`config.mk`:
```
export PLATFORM = sky130hd
export DESIGN_NAME = c2dsz_ram
export DESIGN_NICKNAME = d
export VERILOG_FILES = /design/src/design/conv2d_sat_zero_border_assert.svh /design/src/design/c2dsz_ram.sv
export SDC_FILE = /design/constraint.sdc
export NUM_CORES = 1
export LEC_CHECK = 0
export ABC_AREA = 1
export ABC_CLOCK_PERIOD_IN_PS = 2100
export BUFFER_PORTS_ARGS = -buffer_cell sky130_fd_sc_hd__buf_2
export CAP_MARGIN = 20
export CORE_UTILIZATION = 57
export CTS_CLUSTER_DIAMETER = 120
export DETAILED_ROUTE_END_ITERATION = 7
export PLACE_DENSITY = 0.81
export SETUP_SLACK_MARGIN = 0.5
export SKIP_LAST_GASP = 1
export SLEW_MARGIN = 20
export SYNTH_ARGS = -nofsm -noshare
export SYNTH_HDL_FRONTEND = slang
export SYNTH_SLANG_ARGS = --single-unit
```
`constraint.sdc`:
```
create_clock -name clk -period 2.1 [get_ports clk]
set_clock_uncertainty 0.05 [all_clocks]
set_input_delay 0.21 -clock clk [delete_from_list [all_inputs] [get_ports clk]]
set_output_delay 0.21 -clock clk [all_outputs]
set_load 0.005 [all_outputs]
```
`src/design/conv2d_sat_zero_border_assert.svh`:
```
// ============================================================================
// Assertion macros for the conv2d_sat_zero_border block
// Short forms for clocked implication checks with an active-low reset.
// ============================================================================
`ifndef CONV2D_SAT_ZERO_BORDER_ASSERT_SVH
`define CONV2D_SAT_ZERO_BORDER_ASSERT_SVH

// Same-cycle implication.
`define C2DSZ_ASSERT_IMPL(label, clk, rst_n, ante, cons, msg) \
    label: assert property (@(posedge clk) disable iff (!rst_n) (ante) |-> (cons)) \
        else $error(msg);

// Next-cycle implication.
`define C2DSZ_ASSERT_NEXT(label, clk, rst_n, ante, cons, msg) \
    label: assert property (@(posedge clk) disable iff (!rst_n) (ante) |=> (cons)) \
        else $error(msg);

`endif

```
`src/design/c2dsz_ram.sv`:
```
// ============================================================================
// c2dsz_ram
// Generic simple dual-port RAM: one write port, one read port, registered read.
// ============================================================================
module c2dsz_ram #(
    parameter int WIDTH = 8,
    parameter int DEPTH = 64,
    localparam int AW   = (DEPTH > 1) ? $clog2(DEPTH) : 1
) (
    input  logic             clk,
    input  logic             we,
    input  logic [AW-1:0]    waddr,
    input  logic [WIDTH-1:0] wdata,
    input  logic [AW-1:0]    raddr,
    output logic [WIDTH-1:0] rdata
);

    logic [WIDTH-1:0] mem [DEPTH];
    logic [WIDTH-1:0] rdata_reg;

    always_ff @(posedge clk)
    begin
        if (we)
        begin
            mem[waddr] <= wdata;
        end
        rdata_reg <= mem[raddr];
    end

    assign rdata = rdata_reg;

endmodule

```
* Word-level counts from Yosys, hierarchy flattened
Memory sizes are Yosys's and may differ from the RTL's. A register that Yosys moved wholly into a read port is not among the register bits.
Index checks and enable logic that the tools add are counted.
** Operators by class
- Bitwise logic cells :: 0
- Reductions and logical operators :: 0
- Div/mod/pow operators :: 0
- Muxes and demuxes :: 2
- $lt $le $gt $ge :: 0
- Multiply operators :: 0
- Shift-type cells :: 0
- Equality and inequality tests :: 0
- Add/subtract/negate cells :: 0
** Operator list (number)
- $mux W1 :: 2
** Storage, ports and cells
- Memories kept :: 1
- Input bits :: 22
- Bits in read-only memories :: 0
- Flip-flop bits (word level) :: 0
- Latch bits :: 0
- RAM bits :: 512
** Memories
- mem :: words 64, width 8, rd ports 1, clocked after Yosys merged registers in 1, wr ports 1, line c2dsz_ram.sv:18 : logic [WIDTH-1:0] mem [DEPTH];

* Depth between registers and ports, before layout
- Depth after elaboration :: 2
- Depth in mapped cells :: 12

* Worst setup path after synthesis
No wires, ideal clock.
- Kind :: input to register
- Start :: input we
- End :: memory mem[48][0], enable pin
- Data required time :: 1.655 ns
- Setup slack :: 0.074 ns
- Arrival time :: 1.581 ns
- Library setup time :: 0.395 ns
- Buffers on the path :: 1
- Cell stages on the path :: 3
- Cells stage by stage :: clkbuf_1 nand4_1 nor4_1
** On the way
- Word-level cells in the longest chain between the ends :: 2
** RTL lines
- from (decl) :: line c2dsz_ram.sv:11 : input logic we,
- $mux W1 :: line c2dsz_ram.sv:23 : if (we)
- $mux W1 (not written as such) :: line c2dsz_ram.sv:25 : mem[waddr] <= wdata;
- to (decl) :: line c2dsz_ram.sv:18
Every way passes these cells.

==> results.yml <==
cts:
  cts.clk_slew.worst_paths_ns: 0.06
  clkLatencyLatePin_ns: 0.58
  cts_setup_buffers: 0
  cts_buffers: 49
  cts_root_buf: "clkbuf_16"
  htreeDepth: 2
  clockBufferDepth: 3
  cts_tree: "built"
  cts.sinks: 520
  cts_resized: 0
layout:
  layout.nets: 1888
  post-route-util: 0.650
  drive_gt1_frac: 0.116
  antenna_cells: 0
  syn2layout_area_growth_pct: 11.9
  largest_reg_flops: 512
sta:
  period_share: 0.691
  hold_violations: 0
  tns_ns: 0
  fmax_mhz: 689
  rsz0062_at_grt: "false"
  setup_violations: 0
  slew_headroom: 0.291
  layout_min_cycle_time_ns: 1.45
  drv_slew: 0
  worst_pin_slew_ns: 1.06
synthesis:
  yosys_warnings: 0
  synth-seq-cells: 520
  synthesis.area_um2: 21300
  synth_area_per_cell_um2: 11.8
  synth_area_leader_cell: "edfxtp_1"
  synthDistinctLibCells: 16
  synth_top_area_share: 0.720
  ys_seq_area_frac: 0.728
  ys_top_cells_by_area: "edfxtp_1 (72%), nand2_1 (11%), nand3_1 (10%), buf_6 (1.8%), nor2_1 (0.99%)"
  syn-instance-count: 1805
  syn_nets: 1827
placement:
  io_buffers: 29
  place_hpwl_mm: 30.0
  gp_congestion: 0.860
grt:
  antenna_found_initial: 0
  grt.busiest_layer: "met2"
  grt_overflow_total: 0
  met2_usage: 0.456
  grt_max_degree: 86
  grt_pass1_vias: 14100
  groute.layer.met3.usage: 0.0401
  grt_pass1_wl_mm: 79.5
  grt_usage: 0.275
  use_met1: 0.367
floorplanning:
  die_w_um: 195
  dieArea_um2: 38200
  start_util: 0.581
  core_um2: 36700
  fp.dieH_um: 195
  rows: 70
  num_io_pins: 30
worst_setup_path:
  reg2regPathDepth: 8
  critPathCaptureType: "flip-flop"
  r2r_end: "rdata[1]"
  cp_max_fo: 51
  r2r-start: "mem[1][1]"
  crit_required_ns: 2.55
  crit_path_start_kind: "input pin"
  regToRegSetupSlack_ns: 0.66
  cp.arrival_ns: 1.91
  crit_type: "in -> reg"
job:
  cap_violations: 0
hold_path:
  hold_path.class: "in -> reg"
  holdPathStages: 2
  whs_endpoint: "mem[49][5]"
  hold_start: "waddr[2]"
power_and_ir_drop:
  peakVddDrop_mv: 0.597
  power_density_nw_per_um2: 907
  power.leakage_nw: 8.68
  power.total_w: 0.0217
detailed_routing:
  ant_nets: 0
  dr.first_iter.drc_count: 1685
  wl_mm: 51.5
  via_per_inst: 6.07
  drc: 0
  vias: 14400
  drtPass1Iterations: 5
  avgRoutedWirePerCell_um: 21.7
outcome:
  status: "finished, final reports clean"
-- what timing repair did --
action                     4_1_cts  5_1_grt
hold buffers                     1        0
hold endpoints to repair         5        0
setup endpoints to repair        0        0
-- report_power, final --
| part | leakage (nW) | internal, W | switching, W |
|---|---|---|---|
| Clock | 0.781 | 0.00508 | 0.00366 |
| Combinational | 3.23 | 0.000375 | 0.00102 |
| Sequential | 4.67 | 0.0115 | 0.0000325 |
-- layout by cell type, fill, tap and decap left out, drive strengths merged --
cell and instances:
dfxtp 8, nand2 648, buf 122, bufinv 5, nand4 9, inv 12, clkinv 20, dlygate4sd3 1
clkbuf 63, nand3 439, edfxtp 512, nor2 56, nor4 8, clkinvlp 2
-- worst max-delay path, stage by stage --
cell	delay [ns]
buf_6	0.14
inv_6	0.25
buf_12	0.29
nand2_1	0.10
nand3_1	0.09
nand3_1	0.15
nand2_1	0.12
nand2_1	0.05
nand3_1	0.10
nand3_1	0.19
nand2_1	0.16
-- through the flow --
| stage | cell area (um2) | setup slack [ns] | cells | hold WS (ns) |
|---|---|---|---|---|
| floorplan | 21500 | 0.287 | 1805 | 0.259 |
| global placement | 22300 | 0.220 | 2282 | 0.535 |
| detailed placement | 22300 | 0.150 | 2282 | 0.538 |
| CTS | 23900 | 0.711 | 2373 | 0.0892 |
| global route | 23900 | 0.587 | 2373 | 0.128 |
| finish | 23900 | 0.648 | 2373 | 0.120 |
-- layer usage --
layer  routed length, um  share of wire  vias up
met5                   0              0        -
met4                1870          0.036        0
met3                5310           0.10      137
met2               25400           0.49      898
met1               19000           0.37     6891
li1                    -              -     6475
-- how the worst max path moves through the flow --
stage | start | end | cells after the start
3_3_place_gp | raddr[0] | rdata[1] | 10
5_1_grt | mem[23][1] | rdata[1] | 8
2_1_floorplan | we | mem[48][0] | 3
4_1_cts | mem[1][1] | rdata[1] | 8
3_5_place_dp | raddr[0] | rdata[2] | 10
6_report | raddr[0] | rdata[1] | 11
-- logic make-up after synthesis --
family	Yosys count	synth area share
and+or+nand+nor	1160	0.232
DFF	520	0.728
buffers and inverters	125	0.0402
-- cell usage after synthesis (all sizes together) --
cell / instances
edfxtp: 512
nand4: 9
nor4: 8
nand2: 648
inv: 12
clkbuf: 15
nand3: 439
dfxtp: 8
buf: 98
nor2: 56
-- final cells by class --
type | count | area [um2]
well taps | 468 | 586
flip-flops and latches | 520 | 15500
repair buffers | 123 | 1040
clock inverters | 27 | 255
inverters | 12 | 61.3
clock buffers | 63 | 1330
multi-input cells | 1160 | 5070
fillers | 2482 | 12800
Note: power is estimated with default switching activity, not from simulation.
