===== config.mk =====
export PLATFORM = sky130hd
export DESIGN_NAME = c2dsz_cell
export DESIGN_NICKNAME = d
export VERILOG_FILES = /design/src/design/conv2d_sat_zero_border_assert.svh /design/src/design/c2dsz_pkg.sv /design/src/design/c2dsz_cell.sv
export SDC_FILE = /design/constraint.sdc
export NUM_CORES = 1
export LEC_CHECK = 0
export BUFFER_PORTS_ARGS = -buffer_cell sky130_fd_sc_hd__buf_4
export CAP_MARGIN = 30
export CELL_PAD_IN_SITES_DETAIL_PLACEMENT = 1
export CELL_PAD_IN_SITES_GLOBAL_PLACEMENT = 2
export CORE_MARGIN = 3
export CORE_UTILIZATION = 40
export CTS_BUF_LIST = sky130_fd_sc_hd__clkbuf_16
export CTS_CLUSTER_SIZE = 24
export DETAILED_ROUTE_END_ITERATION = 6
export PLACE_DENSITY_LB_ADDON = 0.1
export SLEW_MARGIN = 25
export SYNTH_ARGS = -nofsm -noshare
export SYNTH_HDL_FRONTEND = slang
export SYNTH_SLANG_ARGS = --single-unit

===== constraint.sdc =====
create_clock -name clk -period 13.3 [get_ports clk]
set_input_delay 2.66 -clock clk [delete_from_list [all_inputs] [get_ports clk]]
set_output_delay 2.66 -clock clk [all_outputs]
set_load 0.005 [all_outputs]

===== src/design/conv2d_sat_zero_border_assert.svh =====
// ============================================================================
// Assertion macros for the conv2d_sat_zero_border block
// Short forms for clocked implication checks with an active-low reset.
// ============================================================================
`ifndef CONV2D_SAT_ZERO_BORDER_ASSERT_SVH
`define CONV2D_SAT_ZERO_BORDER_ASSERT_SVH

// Same-cycle implication.
`define C2DSZ_ASSERT_IMPL(label, clk, rst_n, ante, cons, msg) \
    label: assert property (@(posedge clk) disable iff (!rst_n) (ante) |-> (cons)) \
        else $error(msg);

// Next-cycle implication.
`define C2DSZ_ASSERT_NEXT(label, clk, rst_n, ante, cons, msg) \
    label: assert property (@(posedge clk) disable iff (!rst_n) (ante) |=> (cons)) \
        else $error(msg);

`endif


===== src/design/c2dsz_pkg.sv =====
// ============================================================================
// c2dsz_pkg
// Shared constants and types of the streaming 2D convolution block.
// ============================================================================
package c2dsz_pkg;

    localparam int MAX_IMAGE  = 64;
    localparam int MAX_KERNEL = 5;
    localparam int KHALF      = (MAX_KERNEL - 1) / 2;
    localparam int NUM_LINES  = MAX_KERNEL - 1;

    localparam int COL_W   = $clog2(MAX_IMAGE);
    localparam int SIZE_W  = 7;
    localparam int KSIZE_W = 3;
    localparam int KH_W    = KSIZE_W - 1;
    localparam int CIDX_W  = 3;
    localparam int PIX_W   = 8;
    localparam int COEF_W  = 8;
    localparam int PROD_W  = PIX_W + COEF_W + 1;
    localparam int ROW_W   = PROD_W + $clog2(MAX_KERNEL);
    localparam int SUM_W   = ROW_W + $clog2(MAX_KERNEL);
    localparam int VALUE_W = 21;
    localparam int SAT_HIGH = 255;

    localparam int OUT_DEPTH = 8;
    localparam int OUT_PTR_W = $clog2(OUT_DEPTH);
    localparam int OUT_CNT_W = $clog2(OUT_DEPTH + 1);

    localparam int CFG_IDX_W  = 2;
    localparam int CFG_DATA_W = 7;

    localparam logic [SIZE_W-1:0]  IMAGE_SIZE_RESET  = SIZE_W'(64);
    localparam logic [KSIZE_W-1:0] KERNEL_SIZE_RESET = KSIZE_W'(3);

    localparam logic MODE_COEF  = 1'b0;
    localparam logic MODE_PIXEL = 1'b1;

    typedef enum logic [CFG_IDX_W-1:0] {
        CFG_IMAGE_SIZE  = 2'd0,
        CFG_KERNEL_SIZE = 2'd1
    } cfg_idx_t;

    typedef struct packed {
        logic [COL_W-1:0]          out_row;
        logic [COL_W-1:0]          out_col;
        logic signed [VALUE_W-1:0] value;
    } res_word_t;

    typedef struct packed {
        logic shift;
        logic tap_on;
    } cell_ctrl_t;

    typedef struct packed {
        logic                 not_empty;
        logic [OUT_CNT_W-1:0] count;
    } fifo_stat_t;

endpackage


===== src/design/c2dsz_cell.sv =====
// ============================================================================
// c2dsz_cell
// One window tap: holds a pixel, passes it on to the next cell, and forms the
// registered product of that pixel with its kernel weight.
// ============================================================================
module c2dsz_cell (
    input  logic                                 clk,
    input  c2dsz_pkg::cell_ctrl_t                ctrl,
    input  logic [c2dsz_pkg::PIX_W-1:0]          pix_in,
    input  logic signed [c2dsz_pkg::COEF_W-1:0]  weight,
    output logic [c2dsz_pkg::PIX_W-1:0]          pix_out,
    output logic signed [c2dsz_pkg::PROD_W-1:0]  product
);
    import c2dsz_pkg::*;

    logic [PIX_W-1:0]         pix_reg;
    logic signed [PROD_W-1:0] prod_reg;
    logic signed [PROD_W-1:0] prod_next;

    // A tap outside the active kernel contributes nothing, whatever it holds.
    always_comb
    begin
        if (ctrl.tap_on)
        begin
            prod_next = PROD_W'($signed({1'b0, pix_reg})) * PROD_W'(weight);
        end
        else
        begin
            prod_next = '0;
        end
    end

    always_ff @(posedge clk)
    begin
        if (ctrl.shift)
        begin
            pix_reg <= pix_in;
        end
        prod_reg <= prod_next;
    end

    assign pix_out = pix_reg;
    assign product = prod_reg;

endmodule


Word-level counts from Yosys, hierarchy flattened

Cells that the tools add are included.

Multiply operators: 1

Operators by type and width:

| operator                   | number |
|---|---|
| multiplier 9 x 8 -> 17 bit | 1 |

Output and inout bits: 25
Word-level logic and storage cells: 3
Register bits after elaboration: 25
Input port bits: 19

Logic depth before layout (Yosys ltp)

Gate-level depths: netlist (run 1).

Word-level depth: 1
Mapped depth: 17
Depth with buffers taken out: 17

Worst setup path before layout (run 1)

OpenSTA, ideal clock, no wires.

Path type: in2reg
Start point: in weight[7] (netlist name)
End point: reg prod_reg[15], in the netlist product[15]
Arrival: 6.154 ns
Slack: 7.075 ns
Stages: 13
Buffers on the path: 0
Data required time: 13.228 ns
Library setup time: 0.072 ns
Cells stage by stage: inv_1 -> nor2_1 -> fa_1 -> fa_1 -> fa_1 -> inv_1 -> fa_1 -> inv_1 -> ha_1 -> and3_1 -> a31o_2 -> a221oi_2 -> mux2i_1

Cells in the longest elaborated chain, start to end: 1

RTL lines:

| item                       | RTL line         | RTL |
|---|---|---|
| start, declared            | c2dsz_cell.sv:10 | `input logic signed [c2dsz_pkg::COEF_W-1:0] weight,` |
| multiplier 9 x 8 -> 17 bit | c2dsz_cell.sv:25 | `prod_next = PROD_W'($signed({1'b0, pix_reg})) * PROD_W'(weight);` |
| end signal, assigned       | c2dsz_cell.sv:39 | `prod_reg <= prod_next;` |
| end, declared              | c2dsz_cell.sv:17 | `logic signed [PROD_W-1:0] prod_reg;` |

Every way passes these cells.
A chain may end at the register's enable or synchronous reset.

Final worst setup path (run 1)

Start point: in weight[7] (netlist name)
End point: reg prod_reg[16], in the netlist product[16]

Same word-level chain as after synthesis.

==> impl_metrics.tcl, run 1 <==
set metrics [dict create \
    grt_max_degree 15 \
    gp_congestion 0.760 \
    syn2layout_area_growth_pct 18.1 \
    path_max_fanout 6 \
    dp.cells 428 \
    routedWlPerCell_microns 15.4 \
    port_buffers 43 \
    worst_pin_slew_ns 0.409 \
    drv_cap 0 \
    synthFlopType "dfxtp_1" \
    synthTopCellsByArea "fa_1 26%, ha_1 19%, dfxtp_1 12%" \
    syn_avg_cell_area_sq_um 9.91 \
    cts_hold_buf 0 \
    postCtsSetupRepairBufs 0 \
    synth_mux_area_frac 0.0139 \
    drtPass1Iterations 4 \
    cts_root_buf "clkbuf_16" \
    cp_top_family "adder cells" \
    via_per_inst 4.97 \
    utilization 0.494 \
    fillers 814 \
    p_clk_frac 0.131 \
    fp.dieH_microns 90.8 \
    wl_mm 6.67 \
    cts_buffers 3 \
    synth_top_family_by_area "adder cells" \
    drt-initial-drc-count 35 \
    criticalPathCategory "in -> reg" \
    fin_ws_ns 6.91 \
    combinationalPowerShare 0.657 \
    cp.arrival_ns 6.58 \
    die_x_microns 90.8 \
    synth_adder_area_share 0.445 \
    cell_internal_pwr_mw 0.297 \
    rows 30 \
    syn-instance-count 290 \
    hp-class "reg -> reg" \
    synthDistinctLibCells 33 \
    worst_path_max_delay_cell "fa_1" \
    initial_core_util 0.419 \
    synth_top_cell_by_area "fa_1" \
    fmax_mhz 156 \
    dpl.hpwl_mm 5.55 \
    p_switching_mw 0.213 \
    yosysSeqAreaShare 0.202 \
    htreeDepth 1 \
    drc 0 \
    finalMaxSlewViolations 0 \
    antenna_found_initial 0 \
    ys_warn_count 0 \
    ir_worst_vdd_mv 0.105 \
    path_buf_inv 4 \
    post_cts_resized 0 \
    grt_pass1_wl_mm 11.5 \
    yosys.area_share.simple 0.184 \
    swShare 0.418 \
    synth-compound-area-share 0.0805 \
    synth_nets 389 \
    finalSetupTns_ns 0 \
    p_per_area_nw_per_um2 150 \
    period_share 0.481 \
    grt_overflow_total 0 \
    synth_edf_count 8 \
    yosys.area_share.xor_xnor 0.00305 \
    synth_top_area_share 0.258 \
    clk_pin_slew_ns 0.06 \
    max_stage_delay_ns 0.55 \
    ys_ff_latch 25 \
    synth_area_sq_um 2880 \
    io_pins 44 \
    slew_headroom 0.727 \
    rsz0062_at_grt "no" \
    final_cells 432 \
    required_ns 13.49 \
    grt_pass1_vias 2348 \
    setup_viol 0 \
    p_total_mw 0.510 \
    die_area_sq_um 8240 \
    status "finished clean" \
    num_vias 2149 \
    p_leak_nw 1.76 \
    dp_slack_ns 6.64 \
    cts_tree "done" \
    yosys.cell_count.top_type "inv_1" \
    netlist_top_cells_count "53 x inv_1, 44 x and2_1, 43 x ha_1" \
    cts_sinks 25 \
    post-route-min-period_ns 6.39 \
    final_layout_size_suffix_gt1_frac 0.164 \
    cpMostUsedCell "fa_1" \
    track_usage 0.174 \
    worstPathCellList "buf_4 > inv_1 > nor2_1 > fa_1 > fa_1 > fa_1 > inv_1 > fa_1 > inv_1 > ha_1 > o21a_1 > o31a_1 > o221a_1 > o22a_1 > mux2i_1" \
    ant_nets 0 \
    clock_latency_ns 0.26 \
    hold_viol_final 0 \
    antenna_cells 0 \
    p_seq_frac 0.212 \
    clockBufferDepth 2 \
    cp-end-kind "flip-flop" \
    finClkSkew_ns 0.00487 \
    core_sq_um 6870 \
    async_flop_share 0 \
    layout.nets 436 \
    startpoint_type "input pin" \
]
## placed cells by master, fill, tap and decap left out, types with 4 or more instances in the layout
| cell type | instances |
|---|---|
| nand2_1 | 21 |
| buf_4 | 43 |
| dfxtp_1 | 17 |
| inv_1 | 53 |
| nor2_1 | 9 |
| o21a_1 | 6 |
| edfxtp_1 | 8 |
| ha_1 | 43 |
| nor3_1 | 8 |
| o21ai_0 | 4 |
| nand2b_1 | 6 |
| fa_1 | 37 |
| mux2i_1 | 4 |
| and2_1 | 44 |
## metrics by stage
stage	cell area [sq um]	hold slack [ns]
global route	3390	0.869
detailed placement	3310	0.803
floorplan	2880	0.594
finish	3390	0.810
CTS	3390	0.821
global placement	3310	0.792
## worst paths after layout
check	depth (start not counted)	end	slack, ns	startpoint
max	15	product[16]	6.91	weight[7]
min	1	product[0]	0.81	pix_out[0]
max reg2reg	14	product[13]	8.87	pix_out[0]
min reg2reg	1	product[0]	0.81	pix_out[0]
## state kept, by name, indices dropped and copies added (netlist names)
name     flops
product     17
pix_out      8
## metal layers
layer	GRT usage	part of all wire	up-vias
met2	0.321	0.55	29
met3	0.0292	0.023	6
met1	0.215	0.41	1088
met4	0.0289	0.0067	0
li1	-	-	1026
met5	0	0	-
## layout make-up
class	count	area, sq um	area share
clock buffer	3	75.1	0.0221
clock inverter	1	5.00	0.00147
inverter	54	203	0.0597
timing repair buffer	43	323	0.0951
multi-input combinational	210	2090	0.615
tap	96	120	0.0354
sequential	25	581	0.171
## logic make-up after synthesis
| group | after synthesis |
|---|---|
| AND/OR/NAND/NOR | 97 |
| AO/OA/AOI/OAI | 28 |
| flip-flops | 25 |
| multiplexers | 4 |
| XOR/XNOR | 1 |
| buffers and inverters | 55 |
| adder cells (fa/ha/maj) | 80 |
## worst reg2reg max path, cell delays in order (launching register included)
cell,delay (ns)
edfxtp_1,0.56
nand2b_1,0.25
fa_1,0.51
fa_1,0.54
inv_1,0.06
fa_1,0.53
inv_1,0.05
fa_1,0.53
inv_1,0.04
ha_1,0.33
o21ai_0,0.09
nor2_1,0.09
o31a_1,0.32
a221oi_2,0.28
mux2i_1,0.20
## power by group through the flow
stage               combinational (mW)  clock, mW  sequential [mW]
CTS                              0.345     0.0706            0.109
finish                           0.335     0.0669            0.108
floorplan                        0.243          0            0.109
global route                     0.390     0.0750            0.111
global placement                 0.336          0            0.109
detailed placement               0.341          0            0.110
Note: power is estimated with default switching activity, not from simulation.
==> inputs of run 2 (changes only) <==
CORE_UTILIZATION = 33   (was 40)
clock period = 5.21 ns   (was 13.3 ns; I/O delays follow)
==> run 2 against run 1 <==
  * Count of clock-buffer cells in the layout unchanged
  * Global-route usage is 2.6 points lower
  * Non-clock buffer count increased by 3
  * Final cell count grew 2.8%
  * Sequential cell count did not move
  * Largest power group unchanged
  * Via count decreased by 0.14%
  * Clock power increased to 2.6 times the previous value
  * Hold slack worse by 0.031 ns
==> impl_metrics.tcl, run 2 (synthesized netlist as in run 1, its figures left out) <==
set metrics [dict create \
    status "finished clean" \
    period_share 0.914 \
    setup_viol 0 \
    p_leak_nw 1.77 \
    max_stage_delay_ns 0.55 \
    ant_nets 0 \
    crit_start "weight[7]" \
    initial_core_util 0.345 \
    path_max_fanout 6 \
    p_seq_frac 0.210 \
    p_switching_mw 0.544 \
    wl_mm 6.78 \
    final_common_cell "inv_1" \
    required_ns 5.40 \
    grt_pass1_vias 2391 \
    final_layout_size_suffix_gt1_frac 0.171 \
    cp.arrival_ns 4.95 \
    drtPass1Iterations 4 \
    finClkSkew_ns 0.00366 \
    post-route-min-period_ns 4.76 \
    finalMaxSlewViolations 0 \
    rows 33 \
    criticalPathCategory "in -> reg" \
    cts_buffers 3 \
    postCtsSetupRepairBufs 0 \
    via_per_inst 4.83 \
    dpl.hpwl_mm 5.77 \
    clockBufferDepth 2 \
    hold_viol_final 0 \
    combinationalPowerShare 0.658 \
    fin_ws_ns 0.450 \
    final_cells 444 \
    rr_startpoint "pix_out[1]" \
    layout.nets 439 \
    worst_path_max_delay_cell "fa_1" \
    min_from "pix_out[0]" \
    p_total_mw 1.31 \
    finalSetupTns_ns 0 \
    cts_hold_buf 0 \
    syn2layout_area_growth_pct 19.2 \
    p_per_area_nw_per_um2 381 \
    clk_pin_slew_ns 0.07 \
    grt_overflow_total 0 \
    gp_congestion 0.755 \
    cts_root_buf "clkbuf_16" \
    swShare 0.416 \
    routedWlPerCell_microns 15.3 \
    drv_cap 0 \
    antenna_cells 0 \
    grt_pass1_wl_mm 11.7 \
    dp_slack_ns 0.151 \
    worstPathCellList "buf_4 > inv_1 > nor2_1 > fa_1 > fa_1 > fa_1 > inv_1 > fa_1 > inv_1 > ha_1 > and3_1 > a31o_2 > a221oi_2 > mux2i_1" \
    drc 0 \
    core_sq_um 8340 \
    htreeDepth 1 \
    die_area_sq_um 9870 \
    fp.dieH_microns 99.3 \
    grt_max_degree 15 \
    largest_reg_flops 17 \
    track_usage 0.148 \
    cpMostUsedCell "fa_1" \
    cts_sinks 25 \
    cts_tree "done" \
    io_pins 44 \
    num_vias 2146 \
    hp-class "reg -> reg" \
    post_cts_resized 0 \
    p_clk_frac 0.132 \
    startpoint_type "input pin" \
    dp.cells 440 \
    worst_pin_slew_ns 0.401 \
    slew_headroom 0.733 \
    port_buffers 43 \
    cp-end-kind "flip-flop" \
    fmax_mhz 210 \
    drt-initial-drc-count 40 \
    rsz0062_at_grt "no" \
    cell_internal_pwr_mw 0.764 \
    layout_common_cells "53 x inv_1, 46 x buf_4, 44 x and2_1" \
    antenna_found_initial 0 \
    ir_worst_vdd_mv 0.237 \
    clock_latency_ns 0.26 \
    die_x_microns 99.3 \
]
run 2: critical path, delay by kind of cell:
kind                     cells  cell delay (ns)
adder cells (fa/ha/maj)      5             2.30
AO/OA/AOI/OAI                2             0.62
AND/OR/NAND/NOR              2             0.36
multiplexers                 1             0.21
buffers and inverters        4             0.42
run 2: final timing paths:
path / endpoint / slack (ns) / depth (start not counted)
max: product[15] / 0.45 / 14
min: product[0] / 0.78 / 2
max reg2reg: product[15] / 0.82 / 14
min reg2reg: product[0] / 0.78 / 2
run 2: routing by layer:
metal	track usage	routed length (microns)
met5	0	0
met4	0.0137	32
met3	0.0203	183
met2	0.270	3630
met1	0.192	2940
run 2: power groups by stage:
stage / clock, mW / combinational, mW / sequential, mW
2_1_floorplan: 0 / 0.619 / 0.278
3_3_place_gp: 0 / 0.880 / 0.279
3_5_place_dp: 0 / 0.882 / 0.280
4_1_cts: 0.181 / 0.888 / 0.276
5_1_grt: 0.188 / 1.01 / 0.280
6_report: 0.173 / 0.861 / 0.274
run 2: final cells by class:
class	count	area, sq um
clock buffers	3	75.1
clock inverters	1	5.00
fillers	982	4910
inverters	54	203
multi-input cells	210	2090
flip-flops and latches	25	581
well taps	105	131
repair buffers	46	345
run 2: through the flow:
step / cell area, sq um / hold slack, ns / util
floorplan: 2880 / 0.594 / -
global placement: 3350 / 0.775 / 0.401
detailed placement: 3350 / 0.776 / 0.401
CTS: 3430 / 0.791 / 0.411
global route: 3430 / 0.829 / 0.411
finish: 3430 / 0.779 / 0.411
==> inputs of run 3 (changes only) <==
BUFFER_PORTS_ARGS = -buffer_cell sky130_fd_sc_hd__buf_2   (was -buffer_cell sky130_fd_sc_hd__buf_4)
==> run 3 against run 2 <==
  * Non-clock buffer count is 1 higher
  * Sequential share of layout area is 0.51 points higher
  * Maximum frequency is 0.40% lower
  * Sequential power hardly changed
  * Power is 1.9% lower
  * Die area stayed put
  * Utilization is 1.2 points lower
  * Largest power group unchanged
  * Final cell count is 0.23% higher
==> impl_metrics.tcl, run 3 (synthesized netlist as in run 1, its figures left out) <==
set metrics [dict create \
    status "finished clean" \
    whs_endpoint "product[0]" \
    antenna_found_initial 0 \
    startpoint_type "input pin" \
    r2r_slack_ns 0.83 \
    min_path_cells 2 \
    initial_core_util 0.345 \
    drtPass1Iterations 4 \
    cp_top_family "adder cells" \
    cts_hold_buf 0 \
    io_pins 44 \
    final_common_cell "inv_1" \
    grt_pass1_vias 2317 \
    grt_overflow_total 0 \
    hp-class "reg -> reg" \
    cp.depth 15 \
    post_cts_resized 0 \
    syn2layout_area_growth_pct 15.8 \
    core_sq_um 8340 \
    ir_worst_vdd_mv 0.198 \
    cp-end-kind "flip-flop" \
    drv_cap 0 \
    largest_reg_flops 17 \
    cts_root_buf "clkbuf_16" \
    num_vias 2141 \
    layout.nets 440 \
    min_from "pix_out[0]" \
    period_share 0.917 \
    worstReg2RegEnd "product[15]" \
    layout_common_cells "53 x inv_1, 44 x and2_1, 43 x ha_1, 43 x buf_2, 37 x fa_1" \
    cts_tree "done" \
    track_usage 0.144 \
    path_buf_inv 4 \
    slew_headroom 0.715 \
    finClkSkew_ns 0.00416 \
    drt-initial-drc-count 38 \
    postCtsSetupRepairBufs 0 \
    r2r_cells 14 \
    required_ns 5.40 \
    die_area_sq_um 9870 \
    fin_ws_ns 0.431 \
    criticalPathCategory "in -> reg" \
    die_x_microns 99.3 \
    gp_congestion 0.789 \
    rsz0062_at_grt "no" \
    finalMaxSlewViolations 0 \
    port_buffers 43 \
    utilization 0.399 \
    via_per_inst 4.81 \
    htreeDepth 1 \
    cp.arrival_ns 4.97 \
    grt_pass1_wl_mm 11.4 \
    clk_pin_slew_ns 0.07 \
    max_stage_delay_ns 0.54 \
    clockBufferDepth 2 \
    drc 0 \
    clock_latency_ns 0.26 \
    cts_sinks 25 \
    hold_viol_final 0 \
    post-route-min-period_ns 4.78 \
    path_max_fanout 6 \
    cts_buffers 3 \
    worst_pin_slew_ns 0.427 \
    final_layout_size_suffix_gt1_frac 0.174 \
    antenna_cells 0 \
    rr_startpoint "pix_out[1]" \
    grt_max_degree 15 \
    worstPathCellList "buf_2 > inv_1 > nor2_1 > fa_1 > fa_1 > fa_1 > inv_1 > fa_1 > inv_1 > ha_1 > o21a_1 > o31a_1 > o221a_1 > o22a_1 > mux2i_1" \
    finalSetupTns_ns 0 \
    dpl.hpwl_mm 5.80 \
    fmax_mhz 209 \
    p_total_mw 1.28 \
    routedWlPerCell_microns 15.1 \
    wl_mm 6.72 \
    dp_slack_ns 0.111 \
    setup_viol 0 \
    fp.dieH_microns 99.3 \
    worst_path_max_delay_cell "fa_1" \
    p_leak_nw 1.75 \
    p_per_area_nw_per_um2 385 \
    ant_nets 0 \
    cpMostUsedCell "fa_1" \
    rows 33 \
]
==> run 3: cell types whose count changed in the layout (fill, tap and decap cells not counted), sizes merged <==
cell | before | now
buf | 46 | 47
==> run 3: layout make-up <==
cell class | instances | area, sq um
Fill cell | 980 | 5010
Tap cell | 105 | 131
Inverter | 54 | 203
Clock buffer | 3 | 75.1
Sequential cell | 25 | 581
Multi-Input combinational cell | 210 | 2090
Clock inverter | 1 | 5.00
Timing Repair Buffer | 47 | 245
==> run 3: where the power goes <==
group,switching (mW),internal [mW]
clock,0.0706,0.104
combinational,0.451,0.387
sequential,0.0214,0.250
==> run 3: how the worst max path moves through the flow <==
stage	startpoint	to	slack (ns)
final	weight[7]	product[16]	0.43
after global routing	weight[7]	product[16]	0.13
after CTS	weight[7]	product[16]	0.38
after detailed placement	weight[7]	product[16]	0.11
after global placement	weight[7]	product[16]	0.14
after floorplan	weight[7]	product[15]	0.60
==> run 3: worst register-to-register path: cells and delay by family (launching register included) <==
family | cells | cell delay, ns
buffers and inverters | 3 | 0.16
AO/OA/AOI/OAI | 3 | 0.68
adder cells (fa/ha/maj) | 5 | 2.45
multiplexers | 1 | 0.21
AND/OR/NAND/NOR | 2 | 0.22
flip-flops | 1 | 0.61
==> run 3: per-layer routing <==
| metal | global-route usage | vias to the layer above | part of all wire |
|---|---|---|---|
| li1 | - | 1043 | - |
| met1 | 0.175 | 1075 | 0.43 |
| met2 | 0.278 | 23 | 0.55 |
| met3 | 0.0203 | 0 | 0.021 |
| met4 | 0.0126 | 0 | 0 |
| met5 | 0 | - | 0 |
==> run 3: per-stage QoR <==
stage / instances / hold slack, ns / area, sq um
detailed placement: 441 / 0.782 / 3250
floorplan: 290 / 0.594 / 2880
finish: 445 / 0.794 / 3330
global placement: 441 / 0.765 / 3250
global route: 445 / 0.827 / 3330
CTS: 445 / 0.802 / 3330
