**src/design/conv2d_sat_zero_border_assert.svh**
```systemverilog
// ============================================================================
// Assertion macros for the conv2d_sat_zero_border block
// Short forms for clocked implication checks with an active-low reset.
// ============================================================================
`ifndef CONV2D_SAT_ZERO_BORDER_ASSERT_SVH
`define CONV2D_SAT_ZERO_BORDER_ASSERT_SVH

// Same-cycle implication.
`define C2DSZ_ASSERT_IMPL(label, clk, rst_n, ante, cons, msg) \
    label: assert property (@(posedge clk) disable iff (!rst_n) (ante) |-> (cons)) \
        else $error(msg);

// Next-cycle implication.
`define C2DSZ_ASSERT_NEXT(label, clk, rst_n, ante, cons, msg) \
    label: assert property (@(posedge clk) disable iff (!rst_n) (ante) |=> (cons)) \
        else $error(msg);

`endif

```
**src/design/c2dsz_pkg.sv**
```systemverilog
// ============================================================================
// c2dsz_pkg
// Shared constants and types of the streaming 2D convolution block.
// ============================================================================
package c2dsz_pkg;

    localparam int MAX_IMAGE  = 64;
    localparam int MAX_KERNEL = 5;
    localparam int KHALF      = (MAX_KERNEL - 1) / 2;
    localparam int NUM_LINES  = MAX_KERNEL - 1;

    localparam int COL_W   = $clog2(MAX_IMAGE);
    localparam int SIZE_W  = 7;
    localparam int KSIZE_W = 3;
    localparam int KH_W    = KSIZE_W - 1;
    localparam int CIDX_W  = 3;
    localparam int PIX_W   = 8;
    localparam int COEF_W  = 8;
    localparam int PROD_W  = PIX_W + COEF_W + 1;
    localparam int ROW_W   = PROD_W + $clog2(MAX_KERNEL);
    localparam int SUM_W   = ROW_W + $clog2(MAX_KERNEL);
    localparam int VALUE_W = 21;
    localparam int SAT_HIGH = 255;

    localparam int OUT_DEPTH = 8;
    localparam int OUT_PTR_W = $clog2(OUT_DEPTH);
    localparam int OUT_CNT_W = $clog2(OUT_DEPTH + 1);

    localparam int CFG_IDX_W  = 2;
    localparam int CFG_DATA_W = 7;

    localparam logic [SIZE_W-1:0]  IMAGE_SIZE_RESET  = SIZE_W'(64);
    localparam logic [KSIZE_W-1:0] KERNEL_SIZE_RESET = KSIZE_W'(3);

    localparam logic MODE_COEF  = 1'b0;
    localparam logic MODE_PIXEL = 1'b1;

    typedef enum logic [CFG_IDX_W-1:0] {
        CFG_IMAGE_SIZE  = 2'd0,
        CFG_KERNEL_SIZE = 2'd1
    } cfg_idx_t;

    typedef struct packed {
        logic [COL_W-1:0]          out_row;
        logic [COL_W-1:0]          out_col;
        logic signed [VALUE_W-1:0] value;
    } res_word_t;

    typedef struct packed {
        logic shift;
        logic tap_on;
    } cell_ctrl_t;

    typedef struct packed {
        logic                 not_empty;
        logic [OUT_CNT_W-1:0] count;
    } fifo_stat_t;

endpackage

```
**src/design/c2dsz_fifo.sv**
```systemverilog
// ============================================================================
// c2dsz_fifo
// Small result queue between the arithmetic pipeline and the output channel.
// ============================================================================
module c2dsz_fifo (
    input  logic                   clk,
    input  logic                   rst_n,
    input  logic                   push,
    input  c2dsz_pkg::res_word_t   push_word,
    input  logic                   pop,
    output c2dsz_pkg::res_word_t   head,
    output c2dsz_pkg::fifo_stat_t  stat
);
    import c2dsz_pkg::*;

    res_word_t            mem [OUT_DEPTH];
    logic [OUT_PTR_W-1:0] wr_ptr_reg, wr_ptr_next;
    logic [OUT_PTR_W-1:0] rd_ptr_reg, rd_ptr_next;
    logic [OUT_CNT_W-1:0] count_reg, count_next;

    always_comb
    begin
        wr_ptr_next = wr_ptr_reg;
        rd_ptr_next = rd_ptr_reg;
        if (push)
        begin
            wr_ptr_next = (wr_ptr_reg == OUT_PTR_W'(OUT_DEPTH - 1)) ? '0
                        : wr_ptr_reg + OUT_PTR_W'(1);
        end
        if (pop)
        begin
            rd_ptr_next = (rd_ptr_reg == OUT_PTR_W'(OUT_DEPTH - 1)) ? '0
                        : rd_ptr_reg + OUT_PTR_W'(1);
        end
        count_next = count_reg + OUT_CNT_W'(push) - OUT_CNT_W'(pop);
    end

    always_ff @(posedge clk or negedge rst_n)
    begin
        if (!rst_n)
        begin
            wr_ptr_reg <= '0;
            rd_ptr_reg <= '0;
            count_reg  <= '0;
        end
        else
        begin
            wr_ptr_reg <= wr_ptr_next;
            rd_ptr_reg <= rd_ptr_next;
            count_reg  <= count_next;
        end
    end

    always_ff @(posedge clk)
    begin
        if (push)
        begin
            mem[wr_ptr_reg] <= push_word;
        end
    end

    assign head           = mem[rd_ptr_reg];
    assign stat.not_empty = (count_reg != '0);
    assign stat.count     = count_reg;

endmodule

```
**config.mk**
```make
export PLATFORM = sky130hd
export DESIGN_NAME = c2dsz_fifo
export DESIGN_NICKNAME = d
export VERILOG_FILES = /design/src/design/conv2d_sat_zero_border_assert.svh /design/src/design/c2dsz_pkg.sv /design/src/design/c2dsz_fifo.sv
export SDC_FILE = /design/constraint.sdc
export NUM_CORES = 1
export LEC_CHECK = 0
export ABC_AREA = 1
export ABC_CLOCK_PERIOD_IN_PS = 2400
export BUFFER_PORTS_ARGS = -buffer_cell sky130_fd_sc_hd__buf_2
export CAP_MARGIN = 20
export CORE_MARGIN = 5
export CORE_UTILIZATION = 35
export DETAILED_ROUTE_END_ITERATION = 8
export PLACE_DENSITY_LB_ADDON = 0.25
export SYNTH_ARGS = -nofsm -noshare
export SYNTH_HDL_FRONTEND = slang
export SYNTH_SLANG_ARGS = --single-unit
```
**constraint.sdc**
```tcl
create_clock -name clk -period 2.4 [get_ports clk]
set_input_delay 0.12 -clock clk [delete_from_list [all_inputs] [get_ports clk]]
set_output_delay 0.12 -clock clk [all_outputs]
set_load 0.01 [all_outputs]
```
### Yosys cells after proc, flatten, opt, wreduce, memory -nomap -nowiden

Memory sizes are Yosys's and may differ from the RTL's.
Cells that the tools add are included.

* register bits: 10
* memory bits (writable): 264
* input port bits: 37
* word-level logic and storage cells: 15
* memories: 1

Memory list
* mem: depth 8, width 33, rd ports 1, clocked after Yosys merged registers in 0, wr ports 1, line c2dsz_fifo.sv:16 `res_word_t mem [OUT_DEPTH];`

* $add $sub $neg: 4
* equal/unequal tests: 2
* multiplexer cells: 4
* reductions and logical operators: 1

Operator list (count)
* 3-bit by 1-bit adder with 3-bit output, second input constant: 2
* 3-bit equality test, second input constant: 2
* 3-bit two-way mux: 2
* 4-bit by 1-bit adder with 4-bit output: 1
* 4-bit nonzero test: 1
* 4-bit by 1-bit subtractor with 4-bit output: 1
* 1-bit two-way mux: 2

### Longest topological paths before layout

Gate-level depths: netlist of the first run.

* depth after elaboration: 2
* mapped depth: 9
* mapped depth without buffers: 7

### Least setup slack after synthesis of the first run

No wires, ideal clock.

* path type: register -> register
* start: reg wr_ptr_reg[0]
* end: mem mem[0][0] (netlist name), enable pin
* arrival: 1.962 ns
* path slack: 0.015 ns
* stages on the path, launching flop included: 4
* buffers on the path: 0
* cells stage by stage: dfrtp_1 > inv_1 > nand2_1 > nor2_1

RTL lines
* start, declared: line c2dsz_fifo.sv:17 `logic [OUT_PTR_W-1:0] wr_ptr_reg, wr_ptr_next;`
* start signal, assigned: line c2dsz_fifo.sv:48 `wr_ptr_reg <= wr_ptr_next;`
* end, declared: line c2dsz_fifo.sv:16

No word-level cell before the write port.

==> results of run 1 <==
[per-stage QoR]
stage | util (%) | power [W] | std cells | hold WS, ns
after floorplan | - | 0.00915 | 1206 | -0.176
after global placement | 38.1 | 0.0109 | 1706 | 0.00646
after detailed placement | 38.1 | 0.0110 | 1706 | 0.00701
after CTS | 42.1 | 0.0156 | 1796 | 0.357
after global routing | 42.1 | 0.0164 | 1799 | 0.387
final | 42.1 | 0.0154 | 1799 | 0.384
[layer usage]
metal | routed length [µm] | global-route usage (%) | vias up | share of wire, %
met1 | 12600 | 18.9 | 3697 | 46
met5 | 0 | 0 | - | 0
met3 | 1250 | 2.44 | 44 | 4.6
li1 | - | - | 3983 | -
met2 | 12700 | 23.8 | 147 | 47
met4 | 556 | 3.31 | 0 | 2.1
[worst max-delay path, cell delays in order, from the launching register on]
cell and delay, ns:
dfrtp_4 0.46, buf_16 0.43, nand2_1 0.11, nand3_1 0.10, nand2_1 0.06, nand2_1 0.06, nand2_1 0.09, buf_2 0.15
[cell usage after synthesis]
master / n / area share [%]
xor2_1: 2 / 0.15
buf_6: 8 / 0.75
o21ai_0: 6 / 0.25
buf_1: 3 / 0.093
fa_1: 1 / 0.17
clkinv_1: 1 / 0.031
dfrtp_1: 10 / 2.1
inv_1: 276 / 8.6
a21oi_1: 1 / 0.041
buf_4: 4 / 0.25
nand2_1: 438 / 14
edfxtp_1: 264 / 66
inv_4: 1 / 0.052
ha_1: 9 / 0.93
inv_2: 1 / 0.031
clkbuf_1: 8 / 0.25
buf_2: 27 / 1.1
nand3_1: 138 / 5.7
nor2_1: 8 / 0.25
[layout by cell type, fill, tap and decap left out]
| master | Yosys | final |
|---|---|---|
| dfrtp_1 | 10 | 7 |
| clkinv_1 | 1 | 6 |
| inv_6 | 0 | 1 |
| fa_1 | 1 | 1 |
| clkinv_2 | 0 | 4 |
| xor2_1 | 2 | 2 |
| nand3_1 | 138 | 138 |
| dfrtp_4 | 0 | 1 |
| clkbuf_16 | 0 | 31 |
| nand2_1 | 438 | 438 |
| ha_1 | 9 | 9 |
| nor2_4 | 0 | 8 |
| edfxtp_1 | 264 | 264 |
| inv_2 | 1 | 1 |
| clkinvlp_4 | 0 | 1 |
| diode_2 | 0 | 3 |
| buf_4 | 4 | 10 |
| o21ai_0 | 6 | 6 |
| buf_16 | 0 | 1 |
| dfrtp_2 | 0 | 2 |
| buf_12 | 0 | 10 |
| dlygate4sd3_1 | 0 | 37 |
| inv_1 | 276 | 276 |
| a21oi_1 | 1 | 1 |
| clkbuf_1 | 8 | 8 |
| bufinv_16 | 0 | 4 |
| buf_2 | 27 | 74 |
[timing repair]
item                       CTS  global route
hold buffers                37             0
hold endpoints to repair   281             0
setup buffers                0             0
gates resized for setup      0             2
setup endpoints to repair    0             9
[final cells by class]
type	instances	share of cell area (%)
inverter	279	7.29
clock inverter	14	1.15
antenna	3	0.0520
tap	455	3.94
sequential	274	56.7
timing repair buffer	132	7.23
multi-input combinational	603	18.1
clock buffer	39	5.58
[final timing paths]
path / slack (ns) / end / start
min: 0.38 / mem[3][19]$_DFFE_PP_ / push_word[19]
max: 0.13 / head[22] / rd_ptr_reg[0]$_DFFE_PN0P_
max reg2reg: 0.69 / rd_ptr_reg[2]$_DFFE_PN0P_ / rd_ptr_reg[0]$_DFFE_PN0P_
max in group asynchronous: 1.34 / rd_ptr_reg[0]$_DFFE_PN0P_ / rst_n
min in group asynchronous: 0.66 / rd_ptr_reg[0]$_DFFE_PN0P_ / rst_n
min reg2reg: 0.63 / wr_ptr_reg[2]$_DFFE_PN0P_ / wr_ptr_reg[2]$_DFFE_PN0P_
[cells by family after synthesis]
group	synth area share [%]
buf+inv	11.2
xor+xnor	0.145
simple gates	19.6
fa+ha+maj	1.10
compound gates	0.290
flops	67.7
[power groups by stage]
| stage | clock [W] | sequential, W | combinational, W |
|---|---|---|---|
| floorplan | 0 | 0.00612 | 0.00303 |
| global placement | 0 | 0.00610 | 0.00483 |
| detailed placement | 0 | 0.00611 | 0.00487 |
| CTS | 0.00466 | 0.00602 | 0.00493 |
| global route | 0.00485 | 0.00607 | 0.00545 |
| finish | 0.00452 | 0.00602 | 0.00481 |
==> results.cfg, run 1 <==
[outcome]
outcome = completed

[logic_synthesis]
share_of_synthesized_area_occupied_by_flip_flops_and_latches_pct = 67.7
synth_cell_types = 19
synthesized_nets = 1253
gate_count_after_technology_mapping = 1206
ys.warnings.count = 0
post_synth_instance_area_um2 = 12100
synth_area_per_cell_um2 = 10.0
yosys_register_bits = 274

[route]
finalWirelength_um = 27100
vias_per_cell = 4.38
drc_errors = 0
ant_nets = 0
mean_routed_wirelength_per_cell_um = 15.1
route.vias.total = 7871
drt_pre_antenna_iters = 5
drtIter0Drc = 438

[finish]
layout_net_count = 1367
final_design_area_no_fill_um2 = 14400
fillers = 3302
layout.area.seq_um2 = 8180
layout_overhead_on_the_synthesized_area_pct = 19.6
multi_input_logic_area_um2 = 2610
layout-drive-gt1-share_pct = 11.0
flip_flop_count_of_the_largest_register_after_layout = 264

[floorplanning]
coreArea_um2 = 34300
fp.dieW_um = 196
dieArea_um2 = 38300
initial_utilization_pct = 35.2
rows = 68
num_io_pins = 75
vertical_die_dimension_um = 196

[worst_setup_path]
worstPathArrival_ns = 2.15
r2r.worst_path.cells = 5
crit_fanout = 133
startpoint_type = flop
kind_of_critical_path = flop to output port
timing.critical_path.to_type = output port
critPathRequiredTime_ns = 2.28

[sta]
maxClockFrequency_mhz = 441
worst_slew_pin_slew_ns = 0.643
period_minus_slack_ns = 2.27
setup_viol_count_final = 0
timing.slew.headroom_pct = 57.1
final-hold-violation-count = 0
finalMaxSlewViolations = 0
rsz_0062_raised_after_global_routing = no
final_critical_path_setup_slack_ns = 0.132
final.period_utilization_pct = 94.5
setup_total_negative_slack_ns = 0
timing.clock.skew_ns = 0.0143

[clocking]
clock_sinks = 274
cts_buffer_depth = 3
cts.htree.levels = 1
cts_buffers = 30
cts.reportedPaths.clkPinSlew_ns = 0.06
cts_tree = yes
root_buffer_master = clkbuf_16
insertion_delay_ns = 0.54

[placed_design]
place_worst_setup_slack_ns = 0.683
detailed_place_hpwl_um = 14100
finalWeightedCongestion = 0.719
io_buffers = 74
place_area_um2 = 13100

[worst_hold_path]
hold_depth = 2
worst_hold_path_type = input pin to flop

[global_routing]
vias_in_the_first_global_route = 7630
grt_overflow = 0
global_route_wire_length_before_repair_um = 42600
grt_max_degree = 134
grt_antenna_before_repair = 3
global_route.usage.total_pct = 14.0

[power]
vdd_ir_drop_max_uv = 612
power-per-cell-area_nw_per_um2 = 1060
static-leakage-power_nw = 6.60
clock_network_power_share_pct = 29.5
seq_power_share_pct = 39.2
comb_power_share_pct = 31.3
power_switching_share_pct = 33.6
p_int_w = 0.0102
net_switching_component_of_the_power_w = 0.00516

[run]
maxCapViolCount = 0
No activity file was read; power rests on OpenSTA's default activity.
==> inputs of run 2 (changes only) <==
--- a/config.mk
+++ b/config.mk
@@ -6,7 +6,7 @@
 export NUM_CORES = 1
 export LEC_CHECK = 0
 export ABC_AREA = 1
-export ABC_CLOCK_PERIOD_IN_PS = 2400
+export ABC_CLOCK_PERIOD_IN_PS = 2090
 export BUFFER_PORTS_ARGS = -buffer_cell sky130_fd_sc_hd__buf_2
 export CAP_MARGIN = 20
 export CORE_MARGIN = 5
==> constraint.sdc (replaced) <==
create_clock -name clk -period 2.09 [get_ports clk]
set_input_delay 0.1045 -clock clk [delete_from_list [all_inputs] [get_ports clk]]
set_output_delay 0.1045 -clock clk [all_outputs]
set_load 0.01 [all_outputs]
==> run 2 against run 1 <==
Against the previous run:
- core utilization increased by 2.1 points
- critical path depth grew 1
- clock power is 13% higher
- via count increased by 1.7%
- setup slack got worse by 0.10 ns
- total power grew 22%
- flip-flop and latch count unchanged
- routed wire length rose by 9.6%
- first-iteration DRC count grew 17%
- largest cell class unchanged
==> results.cfg, run 2 (synthesized netlist as in run 1, its figures left out) <==
[power]
power-per-cell-area_nw_per_um2 = 1240
vdd_ir_drop_max_uv = 816
static-leakage-power_nw = 6.91

[finish]
mostFrequentLayoutCell = nand2_1
fillers = 3191
finish.utilization_pct = 44.2
layout_overhead_on_the_synthesized_area_pct = 25.6
layout-drive-gt1-share_pct = 15.3
flip_flop_count_of_the_largest_register_after_layout = 264
layout_net_count = 1399
layout.cells.most_common_list = nand2_1, inv_1, edfxtp_1

[clocking]
root_buffer_master = clkbuf_16
cts.reportedPaths.clkPinSlew_ns = 0.06
cts_buffer_depth = 3
clock_sinks = 274
cts_tree = yes
cts.htree.levels = 1
insertion_delay_ns = 0.54
cts_buffers = 30

[floorplanning]
initial_utilization_pct = 35.2
vertical_die_dimension_um = 196
fp.dieW_um = 196
rows = 68
dieArea_um2 = 38300
coreArea_um2 = 34300
num_io_pins = 75

[placed_design]
finalWeightedCongestion = 0.709
io_buffers = 74
detailed_place_hpwl_um = 15300

[worst_setup_path]
critical_path.slowest_cell = dfrtp_4
worstPathCellList = buf_16 > clkbuf_16 > nand2_1 > nand3_1 > nand2_1 > nand2_1 > nand2_2 > buf_6
crit_fanout = 9
timing.critical_path.to_type = output port
critPathRequiredTime_ns = 1.99
kind_of_critical_path = flop to output port
crit_path_max_incr_delay_ns = 0.57
startpoint_type = flop
worst_path_most_repeated_cell = nand2_1
worstPathArrival_ns = 1.96

[sta]
rsz_0062_raised_after_global_routing = yes
setup_viol_count_final = 0
final-hold-violation-count = 0
timing.slew.headroom_pct = 61.6
timing.clock.skew_ns = 0.00550
setup_total_negative_slack_ns = 0
worst_slew_pin_slew_ns = 0.574
maxClockFrequency_mhz = 485
period_minus_slack_ns = 2.06
final.period_utilization_pct = 98.7
finalMaxSlewViolations = 0

[run]
maxCapViolCount = 0

[global_routing]
vias_in_the_first_global_route = 7826
grt_overflow = 0
grt_antenna_before_repair = 1
grt_max_degree = 68
global_route_wire_length_before_repair_um = 44500
global_route.usage.total_pct = 14.7

[route]
drtIter0Drc = 511
route.vias.total = 8008
ant_nets = 0
finalWirelength_um = 29700
vias_per_cell = 4.38
drt_pre_antenna_iters = 4
drc_errors = 0
mean_routed_wirelength_per_cell_um = 16.3

[worst_hold_path]
worst_hold_path_type = input pin to flop

[outcome]
outcome = completed
==> run 2: changes by cell type in the layout (fill, tap and decap cells not counted), sizes merged <==
cell / previous run / this run
diode: 3 / 1
clkbuf: 39 / 46
clkinv: 10 / 9
buf: 95 / 117
inv: 278 / 281
bufinv: 4 / 3
bufbuf: 0 / 1
==> run 2: where the power goes <==
part           switching [W]  leakage (nW)  internal, W
combinational        0.00411          3.94      0.00267
sequential          0.000192          2.52      0.00674
clock                0.00204         0.456      0.00306
==> run 2: metal layers <==
layer	part of all wire (%)	global-route usage, %
met4	1.6	2.79
met5	0	0
met3	4.9	2.44
met2	48	25.3
met1	45	20.0
==> run 2: cell type report <==
type	count	area, µm²	share of cell area (%)
flip-flops and latches	274	8180	53.9
clock inverters	13	139	0.915
clock buffers	39	806	5.31
multi-input cells	603	2700	17.8
well taps	455	569	3.75
repair inverters	2	20.0	0.132
repair buffers	162	1690	11.2
inverters	279	1060	6.99
diodes	1	2.50	0.0165
==> run 2: final timing paths <==
check | start | to | slack [ns] | cells after the start
worst max-delay path | rd_ptr_reg[0]$_DFFE_PN0P_ | head[26] | 0.03 | 8
worst min-delay path | push_word[2] | mem[6][2]$_DFFE_PP_ | 0.38 | 2
worst max register to register | rd_ptr_reg[0]$_DFFE_PN0P_ | rd_ptr_reg[2]$_DFFE_PN0P_ | 0.31 | 7
worst min register to register | wr_ptr_reg[0]$_DFFE_PN0P_ | wr_ptr_reg[0]$_DFFE_PN0P_ | 0.62 | 2
max in group asynchronous | rst_n | rd_ptr_reg[0]$_DFFE_PN0P_ | 1.04 | 3
min in group asynchronous | rst_n | count_reg[3]$_DFF_PN0_ | 0.62 | 3
==> run 2: critical path, delay by kind of cell (launching register included) <==
kind / cells / cell delay (ns)
simple gates: 5 / 0.37
buf+inv: 3 / 0.47
flops: 1 / 0.57
==> run 2: through the flow <==
step	cell area, µm²	setup WS [ns]	power, W	cells	hold slack (ns)
final	15200	0.0271	0.0188	1828	0.376
after global placement	13200	0.377	0.0126	1715	0.00226
after floorplan	12100	-0.295	0.0105	1206	-0.191
after global routing	15200	-0.0696	0.0200	1828	0.385
after CTS	14800	-0.0398	0.0184	1820	0.349
after detailed placement	13200	0.356	0.0127	1715	0.000571
==> run 2: timing repair <==
item,CTS,global route
pin swaps,2,15
setup buffers,10,1
gates cloned,6,8
hold buffers,37,0
hold endpoints to repair,281,0
resized for setup,29,52
endpoints found under the setup margin,30,33
==> inputs of run 3 (changes only) <==
--- a/config.mk
+++ b/config.mk
@@ -7,7 +7,7 @@
 export LEC_CHECK = 0
 export ABC_AREA = 1
 export ABC_CLOCK_PERIOD_IN_PS = 2090
-export BUFFER_PORTS_ARGS = -buffer_cell sky130_fd_sc_hd__buf_2
+export BUFFER_PORTS_ARGS = -buffer_cell sky130_fd_sc_hd__clkbuf_2
 export CAP_MARGIN = 20
 export CORE_MARGIN = 5
 export CORE_UTILIZATION = 35
@@ -16,3 +16,4 @@
 export SYNTH_ARGS = -nofsm -noshare
 export SYNTH_HDL_FRONTEND = slang
 export SYNTH_SLANG_ARGS = --single-unit
+export TNS_END_PERCENT = 20
==> run 3 against run 2 <==
Against the previous run:
- setup slack better by 0.012 ns
- register-to-register slack better by 0.17 ns
- highest routed layer unchanged
- combinational power fell by 14%
- die area unchanged
- global-route usage down 0.45 points
- first-iteration DRC count fell by 12%
- clock skew increased by 0.0050 ns
- cell area down 3.5%
==> results.cfg, run 3 (synthesized netlist as in run 1, its figures left out) <==
[sta]
final.period_utilization_pct = 98.2
timing.clock.skew_ns = 0.0105
setup_viol_count_final = 0
final-hold-violation-count = 0
worst_slew_pin_slew_ns = 0.611
finalMaxSlewViolations = 0
final_critical_path_setup_slack_ns = 0.0386
setup_total_negative_slack_ns = 0
rsz_0062_raised_after_global_routing = yes
timing.slew.headroom_pct = 59.2
period_minus_slack_ns = 2.05
maxClockFrequency_mhz = 487

[placed_design]
place_worst_setup_slack_ns = 0.435
place_area_um2 = 13100
finalWeightedCongestion = 0.717
placedCellCount = 1707
io_buffers = 74
detailed_place_hpwl_um = 14300

[worst_setup_path]
critPathLaunch = rd_ptr_reg[0]$_DFFE_PN0P_
setup.worst_path.end = head[31]
crit_path_max_incr_delay_ns = 0.58
worst_path_most_repeated_cell = nand2_1
timing.critical_path.to_type = output port
kind_of_critical_path = flop to output port
startpoint_type = flop
ff2ff_setup_slack_ns = 0.48
r2r.worst_path.cells = 3
worstPathArrival_ns = 1.95
critPathRequiredTime_ns = 1.99
worstPathCellList = inv_12 > buf_6 > clkbuf_16 > nand2_1 > nand3_1 > nand2_1 > nand2_1 > nand2_1 > clkbuf_2
critical_path.slowest_cell = dfrtp_4
timing.rr.start = wr_ptr_reg[0]$_DFFE_PN0P_
worstReg2RegEnd = mem[3][11]$_DFFE_PP_
crit_fanout = 11

[route]
mean_routed_wirelength_per_cell_um = 15.3
route.vias.total = 7821
drtIter0Drc = 448
ant_nets = 0
vias_per_cell = 4.34
drt_pre_antenna_iters = 4
finalWirelength_um = 27700
drc_errors = 0

[power]
comb_power_share_pct = 32.9
p_int_w = 0.0118
power-per-cell-area_nw_per_um2 = 1220
clock_network_power_share_pct = 28.3
vdd_ir_drop_max_uv = 780
power_switching_share_pct = 33.8
fin_total_pwr_w = 0.0178
static-leakage-power_nw = 6.71
seq_power_share_pct = 38.9
net_switching_component_of_the_power_w = 0.00603

[floorplanning]
num_io_pins = 75
dieArea_um2 = 38300
rows = 68
fp.dieW_um = 196
coreArea_um2 = 34300
vertical_die_dimension_um = 196
initial_utilization_pct = 35.2

[global_routing]
vias_in_the_first_global_route = 7628
global_route_wire_length_before_repair_um = 43400
grt_antenna_before_repair = 0
global_route.usage.total_pct = 14.3
grt_overflow = 0
grt_max_degree = 68

[finish]
layout.cells.most_common_list = nand2_1, inv_1, edfxtp_1
fillers = 3255
layout.cells.non_filler = 1804
flip_flop_count_of_the_largest_register_after_layout = 264
antenna_cells = 0
layout-drive-gt1-share_pct = 12.0
layout_overhead_on_the_synthesized_area_pct = 21.2
final_design_area_no_fill_um2 = 14600
mostFrequentLayoutCell = nand2_1
layout_net_count = 1376

[clocking]
cts_buffer_depth = 3
clock_sinks = 274
cts.reportedPaths.clkPinSlew_ns = 0.06
insertion_delay_ns = 0.53
cts.htree.levels = 1
cts_buffers = 30
cts_tree = yes
root_buffer_master = clkbuf_16

[run]
maxCapViolCount = 0

[outcome]
outcome = completed

[worst_hold_path]
worst_hold_path_type = input pin to flop
-- run 3: power groups by stage --
stage                     clock [W]  sequential (W)  combinational [W]
after floorplan                   0         0.00703            0.00348
after global placement            0         0.00701            0.00562
after detailed placement          0         0.00702            0.00567
after CTS                   0.00517         0.00693            0.00596
after global routing        0.00542         0.00699            0.00663
final                       0.00504         0.00693            0.00586
-- run 3: final cells by class --
cell class                 count  area, µm²  area share (%)
timing repair buffer         141       1250            8.56
multi-input combinational    603       2630            18.0
sequential                   274       8180            55.9
clock inverter                16        148            1.01
clock buffer                  36        795            5.43
tap                          455        569            3.89
inverter                     279       1060            7.25
-- run 3: worst min path at each step --
stage                   from                     end  slack [ns]  cells after the start
4_1_cts        push_word[28]    mem[6][28]$_DFFE_PP_        0.38                      2
3_5_place_dp           rst_n  count_reg[3]$_DFF_PN0_        0.01                      1
5_1_grt         push_word[5]     mem[5][5]$_DFFE_PP_        0.40                      2
3_3_place_gp           rst_n  count_reg[3]$_DFF_PN0_        0.01                      1
6_report       push_word[19]    mem[2][19]$_DFFE_PP_        0.39                      2
2_1_floorplan          rst_n  count_reg[0]$_DFF_PN0_       -0.19                      0
-- run 3: timing repair --
item                       CTS  global route
hold endpoints to repair   281             0
gates cloned                 3             2
buffers inserted             3             1
hold buffers                37             0
pin swaps                    0             1
gates resized for setup     10            12
setup endpoints to repair   29            33
-- run 3: through the flow --
stage | hold WS [ns] | utilization, %
finish | 0.393 | 42.7
global route | 0.397 | 42.7
CTS | 0.376 | 42.5
detailed placement | 0.0128 | 38.2
global placement | 0.0148 | 38.2
floorplan | -0.191 | -
-- run 3: layer usage --
metal | global-route usage, % | vias up | share of wire (%)
li1 | - | 3994 | -
met1 | 19.7 | 3660 | 46
met2 | 24.4 | 135 | 48
met3 | 1.94 | 32 | 4.1
met4 | 2.82 | 0 | 1.4
met5 | 0 | - | 0
-- run 3: worst max-delay path: cells and delay by family (launching register included) --
| family | cells | cell delay, ns |
|---|---|---|
| DFF | 1 | 0.58 |
| buffers and inverters | 4 | 0.56 |
| and+or+nand+nor | 5 | 0.27 |
